==> src/rtl/shs_pkg.sv <==
// ----------------------------------------------------------------------------
// shs_pkg
// Types, constants and round functions of the SHA-256 stream hasher.
// ----------------------------------------------------------------------------
package shs_pkg;
  localparam int QUEUE_DEPTH = 4;
  localparam logic [60:0] COUNT_MAX = {61{1'b1}};
  localparam logic [7:0] PAD_BYTE = 8'h80;

  typedef struct packed {
    logic [7:0] data;
    logic       valid;
    logic       eom;
  } item_t;

  typedef enum logic [2:0] {
    ST_ACCEPT,
    ST_PAD,
    ST_COMP,
    ST_FINAL,
    ST_EMIT
  } state_t;

  localparam logic [31:0] INIT_HASH [8] = '{
    32'h6a09e667, 32'hbb67ae85, 32'h3c6ef372, 32'ha54ff53a,
    32'h510e527f, 32'h9b05688c, 32'h1f83d9ab, 32'h5be0cd19};

  localparam logic [31:0] ROUND_K [64] = '{
    32'h428a2f98, 32'h71374491, 32'hb5c0fbcf, 32'he9b5dba5,
    32'h3956c25b, 32'h59f111f1, 32'h923f82a4, 32'hab1c5ed5,
    32'hd807aa98, 32'h12835b01, 32'h243185be, 32'h550c7dc3,
    32'h72be5d74, 32'h80deb1fe, 32'h9bdc06a7, 32'hc19bf174,
    32'he49b69c1, 32'hefbe4786, 32'h0fc19dc6, 32'h240ca1cc,
    32'h2de92c6f, 32'h4a7484aa, 32'h5cb0a9dc, 32'h76f988da,
    32'h983e5152, 32'ha831c66d, 32'hb00327c8, 32'hbf597fc7,
    32'hc6e00bf3, 32'hd5a79147, 32'h06ca6351, 32'h14292967,
    32'h27b70a85, 32'h2e1b2138, 32'h4d2c6dfc, 32'h53380d13,
    32'h650a7354, 32'h766a0abb, 32'h81c2c92e, 32'h92722c85,
    32'ha2bfe8a1, 32'ha81a664b, 32'hc24b8b70, 32'hc76c51a3,
    32'hd192e819, 32'hd6990624, 32'hf40e3585, 32'h106aa070,
    32'h19a4c116, 32'h1e376c08, 32'h2748774c, 32'h34b0bcb5,
    32'h391c0cb3, 32'h4ed8aa4a, 32'h5b9cca4f, 32'h682e6ff3,
    32'h748f82ee, 32'h78a5636f, 32'h84c87814, 32'h8cc70208,
    32'h90befffa, 32'ha4506ceb, 32'hbef9a3f7, 32'hc67178f2};

  function automatic logic [31:0] ror(input logic [31:0] x, input int n);
    ror = (x >> n) | (x << (32 - n));
  endfunction

  function automatic logic [31:0] ssig0(input logic [31:0] x);
    ssig0 = ror(x, 7) ^ ror(x, 18) ^ (x >> 3);
  endfunction

  function automatic logic [31:0] ssig1(input logic [31:0] x);
    ssig1 = ror(x, 17) ^ ror(x, 19) ^ (x >> 10);
  endfunction

  function automatic logic [31:0] bsig0(input logic [31:0] x);
    bsig0 = ror(x, 2) ^ ror(x, 13) ^ ror(x, 22);
  endfunction

  function automatic logic [31:0] bsig1(input logic [31:0] x);
    bsig1 = ror(x, 6) ^ ror(x, 11) ^ ror(x, 25);
  endfunction
endpackage

==> src/rtl/shs_queue.sv <==
// ----------------------------------------------------------------------------
// shs_queue
// Short queue that parts the byte front end from the hashing engine.
// ----------------------------------------------------------------------------
module shs_queue #(
  parameter int DEPTH = shs_pkg::QUEUE_DEPTH
) (
  input  logic            clk,
  input  logic            rst_n,
  input  logic            wr_valid,
  output logic            wr_ready,
  input  shs_pkg::item_t  wr_item,
  output logic            rd_valid,
  input  logic            rd_ready,
  output shs_pkg::item_t  rd_item
);
  localparam int AW = (DEPTH > 1) ? $clog2(DEPTH) : 1;
  shs_pkg::item_t mem_r [DEPTH];
  logic [AW-1:0] wp_r, rp_r;
  logic [AW:0]   cnt_r;
  logic wr_en, rd_en;

  assign wr_ready = (cnt_r != (AW+1)'(DEPTH));
  assign rd_valid = (cnt_r != '0);
  assign rd_item  = mem_r[rp_r];
  assign wr_en = wr_valid && wr_ready;
  assign rd_en = rd_valid && rd_ready;

  always_ff @(posedge clk) begin
    if (wr_en) begin
      mem_r[wp_r] <= wr_item;
    end
  end

  always_ff @(posedge clk) begin
    if (!rst_n) begin
      wp_r <= '0;
      rp_r <= '0;
      cnt_r <= '0;
    end else begin
      if (wr_en) begin
        wp_r <= (wp_r == AW'(DEPTH-1)) ? '0 : wp_r + 1'b1;
      end
      if (rd_en) begin
        rp_r <= (rp_r == AW'(DEPTH-1)) ? '0 : rp_r + 1'b1;
      end
      cnt_r <= cnt_r + (AW+1)'(wr_en) - (AW+1)'(rd_en);
    end
  end
endmodule

==> src/rtl/shs_engine.sv <==
// ----------------------------------------------------------------------------
// shs_engine
// Block builder, padding sequencer and one-round-per-cycle compression.
// ----------------------------------------------------------------------------
module shs_engine (
  input  logic           clk,
  input  logic           rst_n,
  input  logic           item_valid,
  output logic           item_ready,
  input  shs_pkg::item_t item,
  output logic           out_valid,
  input  logic           out_ready,
  output logic [31:0]    out_word,
  output logic [2:0]     out_index,
  output logic           out_last
);
  shs_pkg::state_t state_r, state_nxt;
  logic [31:0] h_r [8];
  logic [31:0] v_r [8];
  logic [31:0] w_r [16];
  logic [31:0] blk_r [16];
  logic [60:0] cnt_r;
  logic [5:0]  fill_r;
  logic [5:0]  pad_r;
  logic [5:0]  rnd_r;
  logic [2:0]  emit_r;
  logic        fin_r, two_r;
  logic        pend_eom_r;
  logic        take, load, start_comp, wr_blk;
  logic [5:0]  wr_addr;
  logic [7:0]  wr_data;
  logic [31:0] t1, t2, wnew, wcur;
  logic [63:0] bits;
  logic        comp_done;

  assign bits = {cnt_r, 3'b000};
  assign item_ready = (state_r == shs_pkg::ST_ACCEPT);
  assign take = item_valid && item_ready;
  assign wcur = w_r[0];
  assign wnew = shs_pkg::ssig1(w_r[14]) + w_r[9] + shs_pkg::ssig0(w_r[1]) + w_r[0];
  assign t1 = v_r[7] + shs_pkg::bsig1(v_r[4]) + ((v_r[4] & v_r[5]) ^ (~v_r[4] & v_r[6]))
              + shs_pkg::ROUND_K[rnd_r] + wcur;
  assign t2 = shs_pkg::bsig0(v_r[0])
              + ((v_r[0] & v_r[1]) ^ (v_r[0] & v_r[2]) ^ (v_r[1] & v_r[2]));
  assign comp_done = (state_r == shs_pkg::ST_COMP) && (rnd_r == 6'd63);
  assign out_valid = (state_r == shs_pkg::ST_EMIT);
  assign out_word  = h_r[emit_r];
  assign out_index = emit_r;
  assign out_last  = (emit_r == 3'd7);

  always_comb begin
    state_nxt = state_r;
    wr_blk = 1'b0;
    wr_addr = fill_r;
    wr_data = item.data;
    start_comp = 1'b0;
    load = 1'b0;
    case (state_r)
      shs_pkg::ST_ACCEPT: begin
        if (take && item.valid) begin
          wr_blk = 1'b1;
          if (fill_r == 6'd63) begin
            start_comp = 1'b1;
            state_nxt = shs_pkg::ST_COMP;
          end else if (item.eom) begin
            state_nxt = shs_pkg::ST_PAD;
          end
        end else if (take && item.eom) begin
          state_nxt = shs_pkg::ST_PAD;
        end
      end
      shs_pkg::ST_PAD: begin
        wr_blk = 1'b1;
        wr_addr = pad_r;
        if (pad_r == fill_r && !two_r) begin
          wr_data = shs_pkg::PAD_BYTE;
        end else if (pad_r >= 6'd56 && !(fill_r >= 6'd56 && !two_r)) begin
          wr_data = bits[8'd63 - {pad_r[2:0], 3'b000} -: 8];
        end else begin
          wr_data = 8'h00;
        end
        if (pad_r == 6'd63) begin
          start_comp = 1'b1;
          state_nxt = shs_pkg::ST_COMP;
        end
      end
      shs_pkg::ST_COMP: begin
        if (comp_done) begin
          state_nxt = shs_pkg::ST_FINAL;
        end
      end
      shs_pkg::ST_FINAL: begin
        if (fin_r && fill_r >= 6'd56 && !two_r) begin
          state_nxt = shs_pkg::ST_PAD;
        end else if (fin_r) begin
          state_nxt = shs_pkg::ST_EMIT;
        end else if (pend_eom_r) begin
          state_nxt = shs_pkg::ST_PAD;
        end else begin
          state_nxt = shs_pkg::ST_ACCEPT;
        end
      end
      shs_pkg::ST_EMIT: begin
        if (out_ready && emit_r == 3'd7) begin
          load = 1'b1;
          state_nxt = shs_pkg::ST_ACCEPT;
        end
      end
      default: state_nxt = shs_pkg::ST_ACCEPT;
    endcase
  end

  always_ff @(posedge clk) begin
    if (wr_blk) begin
      blk_r[wr_addr[5:2]][{~wr_addr[1:0], 3'b000} +: 8] <= wr_data;
    end
    if (start_comp) begin
      for (int i = 0; i < 8; i++) begin
        v_r[i] <= h_r[i];
      end
      for (int i = 0; i < 15; i++) begin
        w_r[i] <= blk_r[i];
      end
      w_r[15] <= {blk_r[15][31:8], wr_data};
    end else if (state_r == shs_pkg::ST_COMP) begin
      v_r[7] <= v_r[6];
      v_r[6] <= v_r[5];
      v_r[5] <= v_r[4];
      v_r[4] <= v_r[3] + t1;
      v_r[3] <= v_r[2];
      v_r[2] <= v_r[1];
      v_r[1] <= v_r[0];
      v_r[0] <= t1 + t2;
      for (int i = 0; i < 15; i++) begin
        w_r[i] <= w_r[i+1];
      end
      w_r[15] <= wnew;
    end
  end

  always_ff @(posedge clk) begin
    if (!rst_n) begin
      state_r <= shs_pkg::ST_ACCEPT;
      for (int i = 0; i < 8; i++) begin
        h_r[i] <= shs_pkg::INIT_HASH[i];
      end
      cnt_r <= '0;
      fill_r <= '0;
      pad_r <= '0;
      rnd_r <= '0;
      emit_r <= '0;
      fin_r <= 1'b0;
      two_r <= 1'b0;
      pend_eom_r <= 1'b0;
    end else begin
      state_r <= state_nxt;
      if (take && item.valid) begin
        fill_r <= fill_r + 1'b1;
        if (cnt_r != shs_pkg::COUNT_MAX) begin
          cnt_r <= cnt_r + 1'b1;
        end
      end
      if (take) begin
        pend_eom_r <= item.eom && item.valid && fill_r == 6'd63;
        pad_r <= item.valid ? fill_r + 1'b1 : fill_r;
      end
      if (state_r == shs_pkg::ST_PAD) begin
        pad_r <= pad_r + 1'b1;
        if (start_comp) begin
          fin_r <= 1'b1;
        end
      end
      if (start_comp) begin
        rnd_r <= '0;
      end else if (state_r == shs_pkg::ST_COMP) begin
        rnd_r <= rnd_r + 1'b1;
      end
      if (state_r == shs_pkg::ST_FINAL) begin
        for (int i = 0; i < 8; i++) begin
          h_r[i] <= h_r[i] + v_r[i];
        end
        if (fin_r && fill_r >= 6'd56 && !two_r) begin
          two_r <= 1'b1;
          fin_r <= 1'b0;
          pad_r <= '0;
        end else if (!fin_r && pend_eom_r) begin
          pend_eom_r <= 1'b0;
          pad_r <= '0;
        end
      end
      if (out_valid && out_ready) begin
        emit_r <= emit_r + 1'b1;
      end
      if (load) begin
        for (int i = 0; i < 8; i++) begin
          h_r[i] <= shs_pkg::INIT_HASH[i];
        end
        cnt_r <= '0;
        fill_r <= '0;
        fin_r <= 1'b0;
        two_r <= 1'b0;
      end
    end
  end
endmodule

==> src/rtl/sha256_stream_hasher_top.sv <==
// ----------------------------------------------------------------------------
// sha256_stream_hasher_top
// SHA-256 over a byte stream, digest returned as eight 32-bit beats.
// ----------------------------------------------------------------------------
// Bytes enter a four-beat queue at one per cycle while it has room, and the
// engine writes them into the block buffer one at a time. A full block runs
// through the single shared round unit, 64 rounds and then one fold of the
// result into the hash state, during which the queue fills and then stalls.
// An end mark adds a padding sweep over the rest of the block and one more
// compression; when the length does not fit in that block, a second sweep and
// compression follow. Eight digest beats come last.
module sha256_stream_hasher_top #(
  parameter int QUEUE_DEPTH = shs_pkg::QUEUE_DEPTH
) (
  input  logic        clk,
  input  logic        rst_n,
  input  logic        in_tvalid,
  output logic        in_tready,
  input  logic [7:0]  in_tdata,  // data_byte
  input  logic        in_tuser,  // byte_valid
  input  logic        in_tlast,  // end_of_message
  output logic        out_tvalid,
  input  logic        out_tready,
  output logic [31:0] out_tdata, // digest_word
  output logic [2:0]  out_tuser, // word_index
  output logic        out_tlast  // last_word
);
  shs_pkg::item_t in_item, q_item;
  logic q_valid, q_ready;

  assign in_item = '{data: in_tdata, valid: in_tuser, eom: in_tlast};

  shs_queue #(.DEPTH(QUEUE_DEPTH)) u_queue (
    .clk(clk), .rst_n(rst_n),
    .wr_valid(in_tvalid),
    .wr_ready(in_tready), .wr_item(in_item),
    .rd_valid(q_valid), .rd_ready(q_ready), .rd_item(q_item)
  );

  shs_engine u_engine (
    .clk(clk), .rst_n(rst_n),
    .item_valid(q_valid), .item_ready(q_ready), .item(q_item),
    .out_valid(out_tvalid), .out_ready(out_tready),
    .out_word(out_tdata), .out_index(out_tuser), .out_last(out_tlast)
  );
endmodule

==> config.mk <==
export PLATFORM = sky130hd
export DESIGN_NAME = sha256_stream_hasher_top
export DESIGN_NICKNAME = d
export VERILOG_FILES = /design/src/rtl/shs_pkg.sv /design/src/rtl/shs_queue.sv /design/src/rtl/shs_engine.sv /design/src/rtl/sha256_stream_hasher_top.sv
export SDC_FILE = /design/constraint.sdc
export NUM_CORES = 2
export LEC_CHECK = 0
export BUFFER_PORTS_ARGS = -buffer_cell sky130_fd_sc_hd__buf_2
export CAP_MARGIN = 20
export CORE_MARGIN = 1
export CORE_UTILIZATION = 50
export CTS_CLUSTER_SIZE = 16
export DETAILED_ROUTE_END_ITERATION = 7
export GPL_ROUTABILITY_DRIVEN = 1
export PLACE_DENSITY = 0.63
export SLEW_MARGIN = 40
export SYNTH_ARGS = -nofsm -noshare
export SYNTH_HDL_FRONTEND = slang
export SYNTH_SLANG_ARGS = --single-unit
==> constraint.sdc <==
create_clock -name clk -period 21.9 [get_ports clk]
set_input_delay 1.095 -clock clk [delete_from_list [all_inputs] [get_ports clk]]
set_output_delay 1.095 -clock clk [all_outputs]
set_load 0.02 [all_outputs]
==> impl_metrics.toml <==
[clocking]
cts_max_path_buffers = 3
cts_sinks = 1668
clockRootBuffer = "clkbuf_16"
postCtsHoldBufs = 0
clk_latency_ps = 860
clk_pin_slew_ps = 70
tritoncts = "yes"
htree_num_levels = 4
cts_setup_buffers = 0
postCtsResizedCells = 0
numCtsBuffers = 178

[drt]
wirelength_um = 289000
dr_wl_met3_um = 16760
wl_met1_um = 120200
detail-route-antenna-nets = 0
drt_iter0_drc = 6937
dr.pass1.iters = 7
wl_met2_um = 138200
wl_per_cell_um = 25.07
drc = 0
dr.max_layer_used = "met4"
viasPerCell = 5.856
routed-via-count = 67511

[placed_design]
dp.cells = 11194
place_area_um2 = 95920
post-dp-hpwl_um = 205000
io_buffer_count = 51
routabilityCongestion = 0.9548

[die]
initial_core_util_pct = 50.56
rows = 157
die_x_um = 433.2
num_io_pins = 52
core_region_area_um2 = 183900
die_area_um2 = 187600
die_y_um = 433.2

[sta]
setup_viol = 0
slew_headroom_pct = 36.30
period_share_pct = 47.84
timing.fmax_mhz = 95.45
rsz0062_at_grt = "false"
final_max_slew_viol_count = 0
hold_slack_ps = 458.6
fin_skew_ps = 67.47
period_needed_ps = 10480
finalSetupTns_ps = 0
worstMarginPinSlew_ps = 953.1
finalHoldViolations = 0

[critical_path]
path_max_fanout = 28
critical_path.slowest_cell = "o31ai_1"
critPathLaunch = "u_engine.rnd_r[0]$_SDFFE_PP0N_"
cp.required_ps = 22560
cp_num_buf_inv = 4
cp.arrival_ps = 11140
r2r-end = "u_engine.v_r[4][31]$_DFFE_PP_"
crit_family = "compound AO/OA/AOI/OAI gates"
cp_slowest_stage_delay_ps = 610
rr_startpoint = "u_engine.rnd_r[0]$_SDFFE_PP0N_"
cp.depth = 34
r2r_cells = 34
critPathCaptureType = "flop"
critPathKind = "flop to flop"
reg2reg_slack_ps = 11420
cp-endpoint = "u_engine.v_r[4][31]$_DFFE_PP_"
start_kind = "flop"

[synth]
synth_cell_types = 87
yosysMostFrequentCell = "nand2_1"
synth_warnings = 0
synthCells = 9002
syn_nets = 9622
synth_area_per_cell_um2 = 10.33
yosys-top-cells-area = "edfxtp_1, nand2_1, ha_1"
synth_top_cell_by_area = "edfxtp_1"
synth_top_area_share_pct = 46.52
synth_top_flop_cell = "edfxtp_1"
synth-edff-count = 1440
ys_seq_area_share_pct = 51.43
syn_area_um2 = 92960
yosys_register_bits = 1668
yosys-top-cells-count = "nand2_1, edfxtp_1, nor2_1"
async_flop_share_pct = 0

[finish]
nets = 9534
diodes = 0
area_growth_pct = 9.670
fin_util_pct = 55.44
stdcell_count = 11529
drive_above_1_share_pct = 7.148
fin_area_um2 = 101900

[grt]
grt_pass1_vias = 64931
grt_pass1_wl_um = 426200
grt_use_total_pct = 30.60
grt-ovfl-total = 0
grt_antenna_before_repair = 2
grt_max_degree = 170

[power_and_ir_drop]
power_density_nw_per_um2 = 70.63
ir_drop_mv = 0.07118
p_leak_nw = 39.54

[run]
cap_violations = 0

[min_path]
hp-class = "flop to flop"

[status]
outcome = "completed"
-- sequential cells by signal, summed over array words and instances (netlist names), 3 cells and up, named ones only --
register	flops
u_queue.cnt_r	3
u_engine.pad_r	6
u_engine.v_r	256
u_engine.fill_r	6
u_engine.out_index	3
u_engine.w_r	512
u_engine.state_r	3
u_queue.mem_r	40
u_engine.cnt_r	61
u_engine.blk_r	504
u_engine.h_r	256
u_engine.rnd_r	6
-- metal layers --
layer	vias to the layer above	GRT usage [%]
li1	31318	-
met1	33437	40.56
met2	2242	50.09
met3	514	4.237
met4	0	13.47
met5	-	0
-- area by class of cell --
type                       instances  area [um2]
clock buffer                     223        4673
clock inverter                   108        1230
fill                           15934       81920
inverter                         315        1187
multi-input combinational       6584       42540
sequential                      1668       47830
tap                             2464        3083
timing repair buffer             167        1406
-- worst min-delay path by stage --
| stage | end | startpoint | cells after the start | slack, ps |
|---|---|---|---|---|
| floorplan | u_engine.h_r[7][31]$_SDFFE_PP0P_ | u_engine.h_r[7][31]$_SDFFE_PP0P_ | 1 | 450 |
| global placement | u_engine.h_r[5][9]$_SDFFE_PP0P_ | u_engine.h_r[5][9]$_SDFFE_PP0P_ | 2 | 480 |
| detailed placement | u_engine.h_r[5][4]$_SDFFE_PP0P_ | u_engine.h_r[5][4]$_SDFFE_PP0P_ | 2 | 490 |
| CTS | u_queue.mem_r[3][4]$_DFFE_PP_ | in_tdata[2] | 1 | 410 |
| global route | u_queue.mem_r[1][4]$_DFFE_PP_ | in_tdata[2] | 1 | 430 |
| finish | u_engine.w_r[0][123]$_DFFE_PP_ | u_engine.w_r[0][155]$_DFFE_PP_ | 2 | 460 |
-- per-stage QoR --
stage	setup slack [ps]	total power [mW]
detailed placement	11600	4.214
CTS	11500	7.247
finish	11420	7.200
floorplan	2033	3.915
global placement	11670	4.192
global route	10890	7.397
-- tightest hold or removal path, cell delays in order (launching register included) --
cell,delay [ps]
edfxtp_1,320
nand2_1,40
nand2_1,50
-- logic make-up after synthesis --
family / synth area share [%]
AOI/OAI and AO/OA: 10.28
xor gates and xnor gates: 5.772
adders and majority gates: 10.01
buffers and inverters: 3.034
DFF: 51.43
muxes: 3.357
and+or+nand+nor: 16.12
-- cells in the final DEF (no fill, tap or decap), types with 99 or more instances in the layout --
cell type / netlist / final
nand2_1: 2585 / 2579
a21o_1: 193 / 192
clkbuf_16: 0 / 178
inv_1: 311 / 310
nor3_1: 99 / 99
xor2_1: 212 / 212
dfxtp_1: 228 / 221
nand3_1: 110 / 110
edfxtp_1: 1440 / 1440
xnor2_1: 398 / 398
ha_1: 410 / 410
fa_1: 196 / 196
a21oi_1: 427 / 423
o21ai_0: 387 / 386
nor2_1: 456 / 427
-- power breakdown --
group	internal, mW	switching, mW
logic	0.130	0.421
clock network	1.72	1.34
registers	3.56	0.0268
Note: power is estimated with default switching activity, not from simulation.
